### src/sv/f32alu_pkg.sv
package f32alu_pkg;

    localparam int MAG_W      = 50;
    localparam int EXP_W      = 12;
    localparam int REM_W      = 25;
    localparam int QUO_W      = 28;
    localparam int DIV_BITS   = 2;
    localparam int DIV_STAGES = QUO_W / DIV_BITS;

    localparam logic [31:0] CANON_NAN = 32'h7FC0_0000;
    localparam logic [31:0] POS_ZERO  = 32'h0000_0000;

    typedef enum logic [1:0] {
        MODE_ADD = 2'd0,
        MODE_SUB = 2'd1,
        MODE_MUL = 2'd2,
        MODE_DIV = 2'd3
    } mode_t;

    typedef struct packed {
        logic [1:0]  mode;
        logic [31:0] operand_a;
        logic [31:0] operand_b;
        logic        last_in;
    } operand_beat_t;

    typedef struct packed {
        logic [31:0] result_bits;
        logic        zero_divisor;
        logic        last_out;
    } result_beat_t;

    typedef struct packed {
        logic                    last;
        logic                    spec;
        logic [31:0]             spec_bits;
        logic                    dz;
        logic                    sign;
        logic signed [EXP_W-1:0] exp;
        logic [MAG_W-1:0]        mag;
    } norm_in_t;

    function automatic logic [5:0] lzc_mag(input logic [MAG_W-1:0] v);
        logic [5:0] n;
        n = 6'(MAG_W);
        for (int i = 0; i < MAG_W; i++)
        begin
            if (v[i])
            begin
                n = 6'(MAG_W - 1 - i);
            end
        end
        return n;
    endfunction

    function automatic logic [4:0] lzc_man(input logic [23:0] v);
        logic [4:0] n;
        n = 5'd24;
        for (int i = 0; i < 24; i++)
        begin
            if (v[i])
            begin
                n = 5'(23 - i);
            end
        end
        return n;
    endfunction

endpackage

### src/sv/f32alu_round.sv
module f32alu_round
    import f32alu_pkg::*;
(
    input  logic         clk,
    input  logic         rst_n,
    input  logic         advance,
    input  logic         src_valid,
    input  norm_in_t     src,
    output logic         dst_valid,
    output result_beat_t dst
);

    typedef struct packed {
        norm_in_t   n;
        logic       zero;
        logic [5:0] lz;
    } r1_t;

    typedef struct packed {
        logic                    last;
        logic                    spec;
        logic [31:0]             spec_bits;
        logic                    dz;
        logic                    sign;
        logic                    zero;
        logic signed [EXP_W-1:0] en;
        logic [MAG_W-1:0]        nm;
    } r2_t;

    typedef struct packed {
        logic        last;
        logic        spec;
        logic [31:0] spec_bits;
        logic        dz;
        logic        sign;
        logic        zero;
        logic        ovf;
        logic [7:0]  efld;
        logic [23:0] m24;
        logic        g;
        logic        st;
    } r3_t;

    logic         r1_valid_reg, r2_valid_reg, r3_valid_reg, out_valid_reg;
    r1_t          r1_reg, r1_next;
    r2_t          r2_reg, r2_next;
    r3_t          r3_reg, r3_next;
    result_beat_t out_reg, out_next;

    logic signed [EXP_W-1:0] one_minus;
    logic [5:0]              sh;
    logic [MAG_W-1:0]        dn;
    logic [30:0]             pk;
    logic                    inc;

    always_comb
    begin
        r1_next.n    = src;
        r1_next.zero = (src.mag == '0);
        r1_next.lz   = lzc_mag(src.mag);
    end

    always_comb
    begin
        r2_next.last      = r1_reg.n.last;
        r2_next.spec      = r1_reg.n.spec;
        r2_next.spec_bits = r1_reg.n.spec_bits;
        r2_next.dz        = r1_reg.n.dz;
        r2_next.sign      = r1_reg.n.sign;
        r2_next.zero      = r1_reg.zero;
        r2_next.nm        = r1_reg.n.mag << r1_reg.lz;
        r2_next.en        = r1_reg.n.exp + EXP_W'(1) - $signed(EXP_W'(r1_reg.lz));
    end

    always_comb
    begin
        one_minus = EXP_W'(1) - r2_reg.en;
        if (r2_reg.en >= EXP_W'(1))
        begin
            sh = 6'd0;
        end
        else if (one_minus > EXP_W'(63))
        begin
            sh = 6'd63;
        end
        else
        begin
            sh = one_minus[5:0];
        end
        dn                = r2_reg.nm >> sh;
        r3_next.last      = r2_reg.last;
        r3_next.spec      = r2_reg.spec;
        r3_next.spec_bits = r2_reg.spec_bits;
        r3_next.dz        = r2_reg.dz;
        r3_next.sign      = r2_reg.sign;
        r3_next.zero      = r2_reg.zero;
        r3_next.ovf       = (r2_reg.en > EXP_W'(254));
        r3_next.efld      = (r2_reg.en >= EXP_W'(1)) ? r2_reg.en[7:0] : 8'd0;
        r3_next.m24       = dn[MAG_W-1 -: 24];
        r3_next.g         = dn[MAG_W-25];
        r3_next.st        = (dn[MAG_W-26:0] != '0)
                          || ((r2_reg.nm & ~({MAG_W{1'b1}} << sh)) != '0);
    end

    always_comb
    begin
        inc = r3_reg.g & (r3_reg.st | r3_reg.m24[0]);
        pk  = {r3_reg.efld, r3_reg.m24[22:0]} + 31'(inc);
        out_next.zero_divisor = r3_reg.dz;
        out_next.last_out     = r3_reg.last;
        if (r3_reg.spec)
        begin
            out_next.result_bits = r3_reg.spec_bits;
        end
        else if (r3_reg.zero)
        begin
            out_next.result_bits = POS_ZERO;
        end
        else if (r3_reg.ovf || (pk[30:23] == 8'hFF))
        begin
            out_next.result_bits = {r3_reg.sign, 8'hFF, 23'd0};
        end
        else
        begin
            out_next.result_bits = {r3_reg.sign, pk};
        end
    end

    always_ff @(posedge clk or negedge rst_n)
    begin
        if (!rst_n)
        begin
            r1_valid_reg  <= 1'b0;
            r2_valid_reg  <= 1'b0;
            r3_valid_reg  <= 1'b0;
            out_valid_reg <= 1'b0;
        end
        else if (advance)
        begin
            r1_valid_reg  <= src_valid;
            r2_valid_reg  <= r1_valid_reg;
            r3_valid_reg  <= r2_valid_reg;
            out_valid_reg <= r3_valid_reg;
        end
    end

    always_ff @(posedge clk)
    begin
        if (advance)
        begin
            r1_reg  <= r1_next;
            r2_reg  <= r2_next;
            r3_reg  <= r3_next;
            out_reg <= out_next;
        end
    end

    assign dst_valid = out_valid_reg;
    assign dst       = out_reg;

endmodule
### config.mk
export PLATFORM = sky130hd
export DESIGN_NAME = f32alu_round
export DESIGN_NICKNAME = d
export VERILOG_FILES = /design/src/sv/f32alu_pkg.sv /design/src/sv/f32alu_round.sv
export SDC_FILE = /design/constraint.sdc
export NUM_CORES = 1
export LEC_CHECK = 0
export BUFFER_PORTS_ARGS = -buffer_cell sky130_fd_sc_hd__buf_2
export CORE_MARGIN = 2
export CORE_UTILIZATION = 35
export CTS_BUF_LIST = sky130_fd_sc_hd__clkbuf_8
export DETAILED_ROUTE_END_ITERATION = 12
export GPL_ROUTABILITY_DRIVEN = 0
export PLACE_DENSITY = 0.61
export SYNTH_ARGS = -nofsm -noshare
export SYNTH_HDL_FRONTEND = slang
export SYNTH_SLANG_ARGS = --single-unit
### constraint.sdc
create_clock -name clk -period 4.9 [get_ports clk]
set_input_delay 0.245 -clock clk [delete_from_list [all_inputs] [get_ports clk]]
set_output_delay 0.245 -clock clk [all_outputs]
set_load 0.02 [all_outputs]
Yosys cells after proc, flatten, opt, wreduce, memory -nomap -nowiden
Index checks and enable logic that the tools add are counted.
- word-level logic and storage cells: 119
- output and inout port bits: 35
- input port bits: 102
- flip-flop bits (word level): 313
- $add $sub $neg: 4
- reduce and logical (&&, ||, !) cells: 10
- order comparisons: 3
- mux-type cells: 54
- shifts and indexed selects: 3
- equality and inequality tests: 1
- bitwise logic cells: 4
- operators by type and width (operator ; count):
    6-bit two-way mux ; 18
    5-bit two-way mux ; 16
    32-bit two-way mux ; 2
    50-bit AND ; 1
    50-bit logical NOT ; 1
    50-bit inverter ; 1
    50-bit nonzero test ; 1
    50-bit by 6-bit << shifter with 50-bit output ; 1
    50-bit by 6-bit << shifter with 50-bit output, first input constant ; 1
    50-bit by 6-bit right shift with 49-bit output ; 1
    4-bit two-way mux ; 8
    32-bit OR reduction ; 1
    31-bit by 1-bit adder with 31-bit output ; 1
    31-bit two-way mux ; 1
    25-bit nonzero test ; 1
    16-bit OR reduction ; 1
    12-bit by 2-bit adder with 12-bit output, second input constant ; 1
    12-bit by 2-bit greater-or-equal comparator with 1-bit output, second input constant ; 1
    12-bit by 7-bit > comparator with 1-bit output, second input constant ; 1
    12-bit by 9-bit > comparator with 1-bit output, second input constant ; 1
    3-bit two-way mux ; 4
    12-bit by 7-bit subtractor with 12-bit output ; 1
    2-bit by 12-bit subtractor with 12-bit output, first input constant ; 1
    8-bit == test, second input constant ; 1
    8 further kinds ; 12

Depth between registers and ports, before layout
Gate-level depths: netlist of run 1.
- word-level depth: 49
- mapped depth: 19
- depth with buffers taken out: 16

Least setup slack after synthesis of run 1
Ideal clock, no wire load.
- path kind: register -> register
- from: reg r2_reg[51] (netlist name)
- to: reg r3_reg[0] (netlist name), data pin
- data arrival time: 3787 ps
- period minus slack after synthesis: 4058 ps
- library setup time: 270 ps
- slack: 842 ps
- cell stages (with the launch flop): 14
- data required time: 4630 ps
- buffers on the path: 1
- cells stage by stage: edfxtp_1 clkbuf_1 inv_1 ha_1 or4b_2 nor4_1 or3_1 o211a_1 mux2_2 mux4_2 a222oi_1 nand4_1 o22ai_1 a22oi_1
- RTL lines (element ; line ; RTL):
    start, declared ; f32alu_round.sv:46 ; r2_t r2_reg, r2_next;
    start signal, assigned ; f32alu_round.sv:152 ; r2_reg <= r2_next;
    end signal, assigned ; f32alu_round.sv:153 ; r3_reg <= r3_next;
    end, declared ; f32alu_round.sv:47 ; r3_t r3_reg, r3_next;

==> results of run 1 <==
[report_power, final]
part	total (mW)	internal, mW	leakage, nW	switching (mW)
clock	2.24	1.18	0.566	1.06
sequential	3.49	3.27	3.12	0.218
combinational	2.30	0.876	4.22	1.43
[how the worst min path moves through the flow]
| stage | from | end | slack (ns) | cells after the start |
|---|---|---|---|---|
| after detailed placement | rst_n | r1_valid_reg | 0.05 | 1 |
| after CTS | advance | r1_reg[104] | 0.12 | 1 |
| final | advance | r1_reg[104] | 0.13 | 1 |
| after floorplan | rst_n | dst_valid | -0.05 | 0 |
| after global placement | rst_n | dst_valid | 0.05 | 1 |
| after global routing | advance | r1_reg[104] | 0.14 | 1 |
[placed cells by master, fill, tap and decap left out, types with 7 or more instances in the layout]
cell / n
o22ai_1: 22
dlygate4sd3_1: 101
buf_2: 135
or3_1: 10
and2_1: 7
nor3_1: 26
edfxtp_1: 309
a31oi_1: 24
nand2_1: 214
clkinv_1: 12
a21oi_1: 82
o31ai_1: 15
mux2_2: 15
ha_1: 20
buf_4: 47
clkbuf_8: 53
nor2b_1: 11
and3_1: 20
xnor2_1: 23
o211ai_1: 12
nor2_1: 173
clkinv_2: 10
o21ai_0: 117
a211oi_1: 24
nand4_1: 13
a22oi_1: 22
mux4_2: 34
o21bai_1: 14
mux2i_1: 65
nor4_1: 14
nand3_1: 46
inv_1: 54
xor2_1: 22
[worst register-to-register path, stage by stage (launching register included)]
cell and delay, ns:
edfxtp_1 0.53, or4_4 0.61, nor4_1 0.54, o32a_2 0.44
a21o_1 0.29, buf_12 0.25, mux2i_1 0.33, mux2i_1 0.25
a22oi_1 0.39, o211ai_1 0.20, nor3_1 0.23, nand4_1 0.17
o22ai_1 0.16, a22oi_1 0.10
[timing repair]
item / in CTS / in global routing
endpoints found under the setup margin: 0 / 1
hold buffers: 101 / 0
hold endpoints to repair: 105 / 0
resized for setup: 0 / 5
buffers inserted: 0 / 2
[cells by family (layout without fill, tap and decap cells)]
family,count (synthesis),count (layout)
flip-flops,313,313
AO/OA/AOI/OAI,412,413
buffers and inverters,131,425
XOR/XNOR,45,45
AND/OR/NAND/NOR,558,558
adder cells (fa/ha/maj),21,21
multiplexers,115,115
[layout make-up]
class / instances / area [um^2]
fillers: 4620 / 28060
repair buffers: 285 / 2074
inverters: 45 / 168.9
well taps: 664 / 830.8
clock inverters: 42 / 286.5
flip-flops and latches: 313 / 9379
clock buffers: 53 / 729.5
multi-input cells: 1152 / 7421
[metrics by stage]
step                hold WS (ns)  utilization  instance area [um^2]  power (mW)  setup slack, ns
CTS                       0.1241       0.4258                 20840       8.025           0.1627
finish                    0.1334       0.4268                 20890       8.030           0.1642
detailed placement       0.05280       0.3844                 18820       5.676           0.1882
floorplan               -0.05059            -                 17330       4.942           0.8424
global placement         0.04858       0.3844                 18820       5.657           0.2765
global route              0.1367       0.4268                 20890       8.436          0.01650
[layer usage]
metal / track usage / up-vias
met3: 0.03978 / 171
met2: 0.2891 / 699
met1: 0.2289 / 6559
li1: - / 6571
met5: 0 / -
met4: 0.07492 / 0
==> results_dict.tcl, run 1 <==
set metrics [dict create \
    wire_per_inst_um 18.09 \
    yosys.area.top_type "edfxtp_1" \
    ys_async_sr_fraction 0.01278 \
    cts.htree.levels 2 \
    portBuffers 136 \
    synth_ff_type "edfxtp_1" \
    nets 1973 \
    required_ns 5.27 \
    muxShareOfSynthArea 0.09280 \
    crit_fanout 28 \
    yosysSeqAreaShare 0.5413 \
    rrSetupSlack_ns 0.16 \
    die_w_um 226.5 \
    cts_tree "done" \
    crit_start "r2_reg[54]" \
    synth_edf_count 309 \
    rows 81 \
    synthMostInstantiatedCell "edfxtp_1" \
    n_antenna_cell 0 \
    final_cells 2554 \
    syn-mean-instance-area_um2 10.86 \
    detail_route.first_pass.iterations 7 \
    ant_nets 0 \
    drc_errors 0 \
    grt_max_degree 91 \
    crit_chain "or4_4, nor4_1, o32a_2, a21o_1, buf_12, mux2i_1, mux2i_1, a22oi_1, o211ai_1, nor3_1, nand4_1, o22ai_1, a22oi_1" \
    grt_pass1_vias 13640 \
    critPathCapture "r3_reg[0]" \
    clockRootBuffer "clkbuf_8" \
    postSynthNetCount 1718 \
    yosys_warnings 0 \
    synth_top_family_by_area "compound AO/OA/AOI/OAI gates" \
    max_slew_margin 0.3525 \
    final.setup.tns_ns 0 \
    netlist.area_leader.share 0.5356 \
    die_y_um 226.5 \
    cp_slowest_cell "or4_4" \
    dp.cells 2355 \
    netlist_top_cells_area "edfxtp_1, nand2_1, mux4_2" \
    leakage_nw 7.902 \
    first_iter_violations 1486 \
    met2WireLength_mm 21.23 \
    drt-total-wl_mm 46.19 \
    wl_met3_mm 3.971 \
    slew_violations 0 \
    rsz0062_at_grt "false" \
    worst_pin_slew_ns 0.9712 \
    synth_compound_area_frac 0.1532 \
    synthCells 1595 \
    clkTransAtPathRegs_ns 0.07 \
    fin_crit_sh 0.9665 \
    rr_startpoint "r2_reg[54]" \
    powerDensity_nw_per_um2 384.4 \
    core_area_um2 48950 \
    cts_made_buffers 53 \
    ios 137 \
    cts_buffer_depth 3 \
    synthToLayoutAreaGrowth_pct 20.57 \
    endpoint_kind "flip-flop" \
    synth_adder_area_share 0.01560 \
    rr_worst_depth 13 \
    holdCritPathClass "input pin to flip-flop" \
    max_freq_mhz 211.2 \
    cts_num_sinks 313 \
    cp_num_cells 13 \
    synthesis.area_um2 17330 \
    grt_use_total 0.1779 \
    setup_viol 0 \
    drive_above_1_share 0.1730 \
    top_layer "met4" \
    path_class "flip-flop to flip-flop" \
    outcome "completed" \
    max_stage_delay_ns 0.60 \
    finClkSkew_ns 0.02020 \
    synth_cell_types 78 \
    synth-xor-area-share 0.02275 \
    cp.arrival_ns 5.11 \
    grt_overflow 0 \
    antenna_found_initial 0 \
    maxCapViolCount 0 \
    yosys.area_share.simple 0.1421 \
    r2r-end "r3_reg[0]" \
    routed_via_density 5.482 \
    die_area_um2 51300 \
    start_kind "flip-flop" \
    synth_top_cells_by_count "edfxtp_1, nand2_1, nor2_1, o21ai_0, a21oi_1" \
    dr_total_vias 14000 \
    wl_met1_mm 19.07 \
    peakVddDrop_uv 199.3 \
    hold_viol 0 \
    synth-seq-cells 313 \
    path_delay_family "compound AO/OA/AOI/OAI gates" \
    clk-insertion-delay-late_ns 0.63 \
    grt_pass1_wl_mm 72.53 \
    hpwl_mm 32.64 \
    largest_reg_flops 105 \
    period_minus_slack_ns 4.736 \
    cp.buffers_inverters 1 \
    floorplan.initialDensity 0.3539 \
]
Note: power is estimated with default switching activity, not from simulation.
==> inputs of run 2 (changes only) <==
Settings changed: SETUP_SLACK_MARGIN from default to 0.2.
==> run 2 against run 1 <==
  * Critical path depth is 1 higher
  * Power rose by 0.26%
  * Routed wire length increased by 0.29%
  * Highest routed layer unchanged
  * Combinational power about the same
  * Final area rose by 0.25%
  * Largest power group unchanged
  * Count of clock-buffer cells in the layout did not move
  * Worst setup slack better by 0.16 ns
  * Clock power about the same
  * Global-route usage hardly changed
==> results_dict.tcl, run 2 (synthesized netlist as in run 1, its figures left out) <==
set metrics [dict create \
    core_area_um2 48950 \
    required_ns 5.27 \
    max_slew_margin 0.3437 \
    timing.final.ws_setup_ns 0.3218 \
    slew_violations 0 \
    finClkSkew_ns 0.01978 \
    outcome "completed" \
    hold_viol 0 \
    portBuffers 136 \
    cts.htree.levels 2 \
    leakage_nw 7.925 \
    grt_max_degree 91 \
    start_kind "flip-flop" \
    clkTransAtPathRegs_ns 0.07 \
    powerDensity_nw_per_um2 384.5 \
    fill_cells 4616 \
    drive_above_1_share 0.1754 \
    worst_pin_slew_ns 0.9844 \
    die_area_um2 51300 \
    endpoint_kind "flip-flop" \
    hpwl_mm 32.64 \
    detail_route.first_pass.iterations 9 \
    synthToLayoutAreaGrowth_pct 20.87 \
    cts_buffer_depth 3 \
    whs_ns 0.1344 \
    drc_errors 0 \
    rsz0062_at_grt "false" \
    die_w_um 226.5 \
    cts_made_buffers 53 \
    antenna_found_initial 0 \
    holdCritPathClass "input pin to flip-flop" \
    path_class "flip-flop to flip-flop" \
    largest_reg_flops 105 \
    cts_num_sinks 313 \
    period_minus_slack_ns 4.578 \
    grt_pass1_vias 13630 \
    rows 81 \
    final_cell_mix "edfxtp_1, nand2_1, nor2_1" \
    max_stage_delay_ns 0.52 \
    clockRootBuffer "clkbuf_8" \
    ios 137 \
    grt_pass1_wl_mm 72.56 \
    routed_via_density 5.516 \
    finalPower_mw 8.051 \
    final_common_cell "edfxtp_1" \
    maxCapViolCount 0 \
    peakVddDrop_uv 199.5 \
    fin_crit_sh 0.9343 \
    die_y_um 226.5 \
    max_freq_mhz 218.4 \
    grt_use_total 0.1780 \
    crit_chain "inv_1, ha_1, nor4b_4, mux2_2, o21ai_0, o211ai_4, nor2_2, a22oi_1, nand3_1, o21ai_0, nor4b_1, nand4_1, o22ai_1, a22oi_1" \
    setup_viol 0 \
    wire_per_inst_um 18.12 \
    clk-insertion-delay-late_ns 0.63 \
    crit_fanout 12 \
    nets 1976 \
    drt-total-wl_mm 46.33 \
    cts_tree "done" \
    grt_overflow 0 \
    floorplan.initialDensity 0.3539 \
    dr_total_vias 14100 \
    n_antenna_cell 0 \
    cp_slowest_cell "nor2_2" \
    first_iter_violations 1706 \
    ant_nets 0 \
    final.setup.tns_ns 0 \
    cp.arrival_ns 4.95 \
    place_ws_ns 0.1882 \
]
run 2: worst max-delay path, delay by kind of cell (launching register included):
family | cells | cell delay [ns]
DFF | 1 | 0.49
and+or+nand+nor | 5 | 1.65
adders and majority gates | 1 | 0.30
AOI/OAI and AO/OA | 6 | 1.33
muxes | 1 | 0.43
buffers and inverters | 1 | 0.13
run 2: layer usage:
| layer | share of wire | global-route usage | vias up |
|---|---|---|---|
| met3 | 0.093 | 0.03978 | 179 |
| met4 | 0.043 | 0.07492 | 0 |
| met5 | 0 | 0 | - |
| met2 | 0.46 | 0.2891 | 784 |
| li1 | - | - | 6585 |
| met1 | 0.41 | 0.2292 | 6556 |
run 2: repair_timing:
action | CTS | global route
setup buffers | 3 | 2
pin swaps | 1 | 2
cloned | 0 | 1
resized for setup | 0 | 9
hold buffers | 101 | 0
hold endpoints to repair | 105 | 0
setup endpoints to repair | 1 | 1
run 2: final timing paths:
kind / startpoint / to / slack (ns) / cells after the start
setup / recovery: r2_reg[52] / r3_reg[0] / 0.32 / 14
hold / removal: advance / r1_reg[104] / 0.13 / 1
setup reg to reg: r2_reg[52] / r3_reg[0] / 0.32 / 14
hold reg to reg: r2_reg[83] / r3_reg[56] / 0.41 / 0
max in group asynchronous: rst_n / r3_valid_reg / 4.21 / 3
min in group asynchronous: rst_n / r2_valid_reg / 0.53 / 3
run 2: report_power, final:
group          leakage [nW]  total (mW)  internal (mW)  switching (mW)
sequential             3.12        3.49           3.27           0.221
clock                 0.566        2.24           1.18            1.06
combinational          4.24        2.32          0.889            1.43
total                  7.92        8.05           5.34            2.71
run 2: stage by stage:
stage / util / cells / instance area [um^2]
after global routing: 0.4278 / 2557 / 20940
final: 0.4278 / 2557 / 20940
after floorplan: - / 1595 / 17330
after CTS: 0.4262 / 2554 / 20870
after detailed placement: 0.3844 / 2355 / 18820
after global placement: 0.3844 / 2355 / 18820
run 2: layout make-up:
| type | count | area (um^2) | area share |
|---|---|---|---|
| flip-flops and latches | 313 | 9379 | 0.4479 |
| clock buffers | 53 | 729.5 | 0.03483 |
| clock inverters | 42 | 286.5 | 0.01368 |
| well taps | 664 | 830.8 | 0.03967 |
| multi-input cells | 1152 | 7450 | 0.3557 |
| inverters | 45 | 168.9 | 0.008066 |
| repair buffers | 288 | 2097 | 0.1001 |
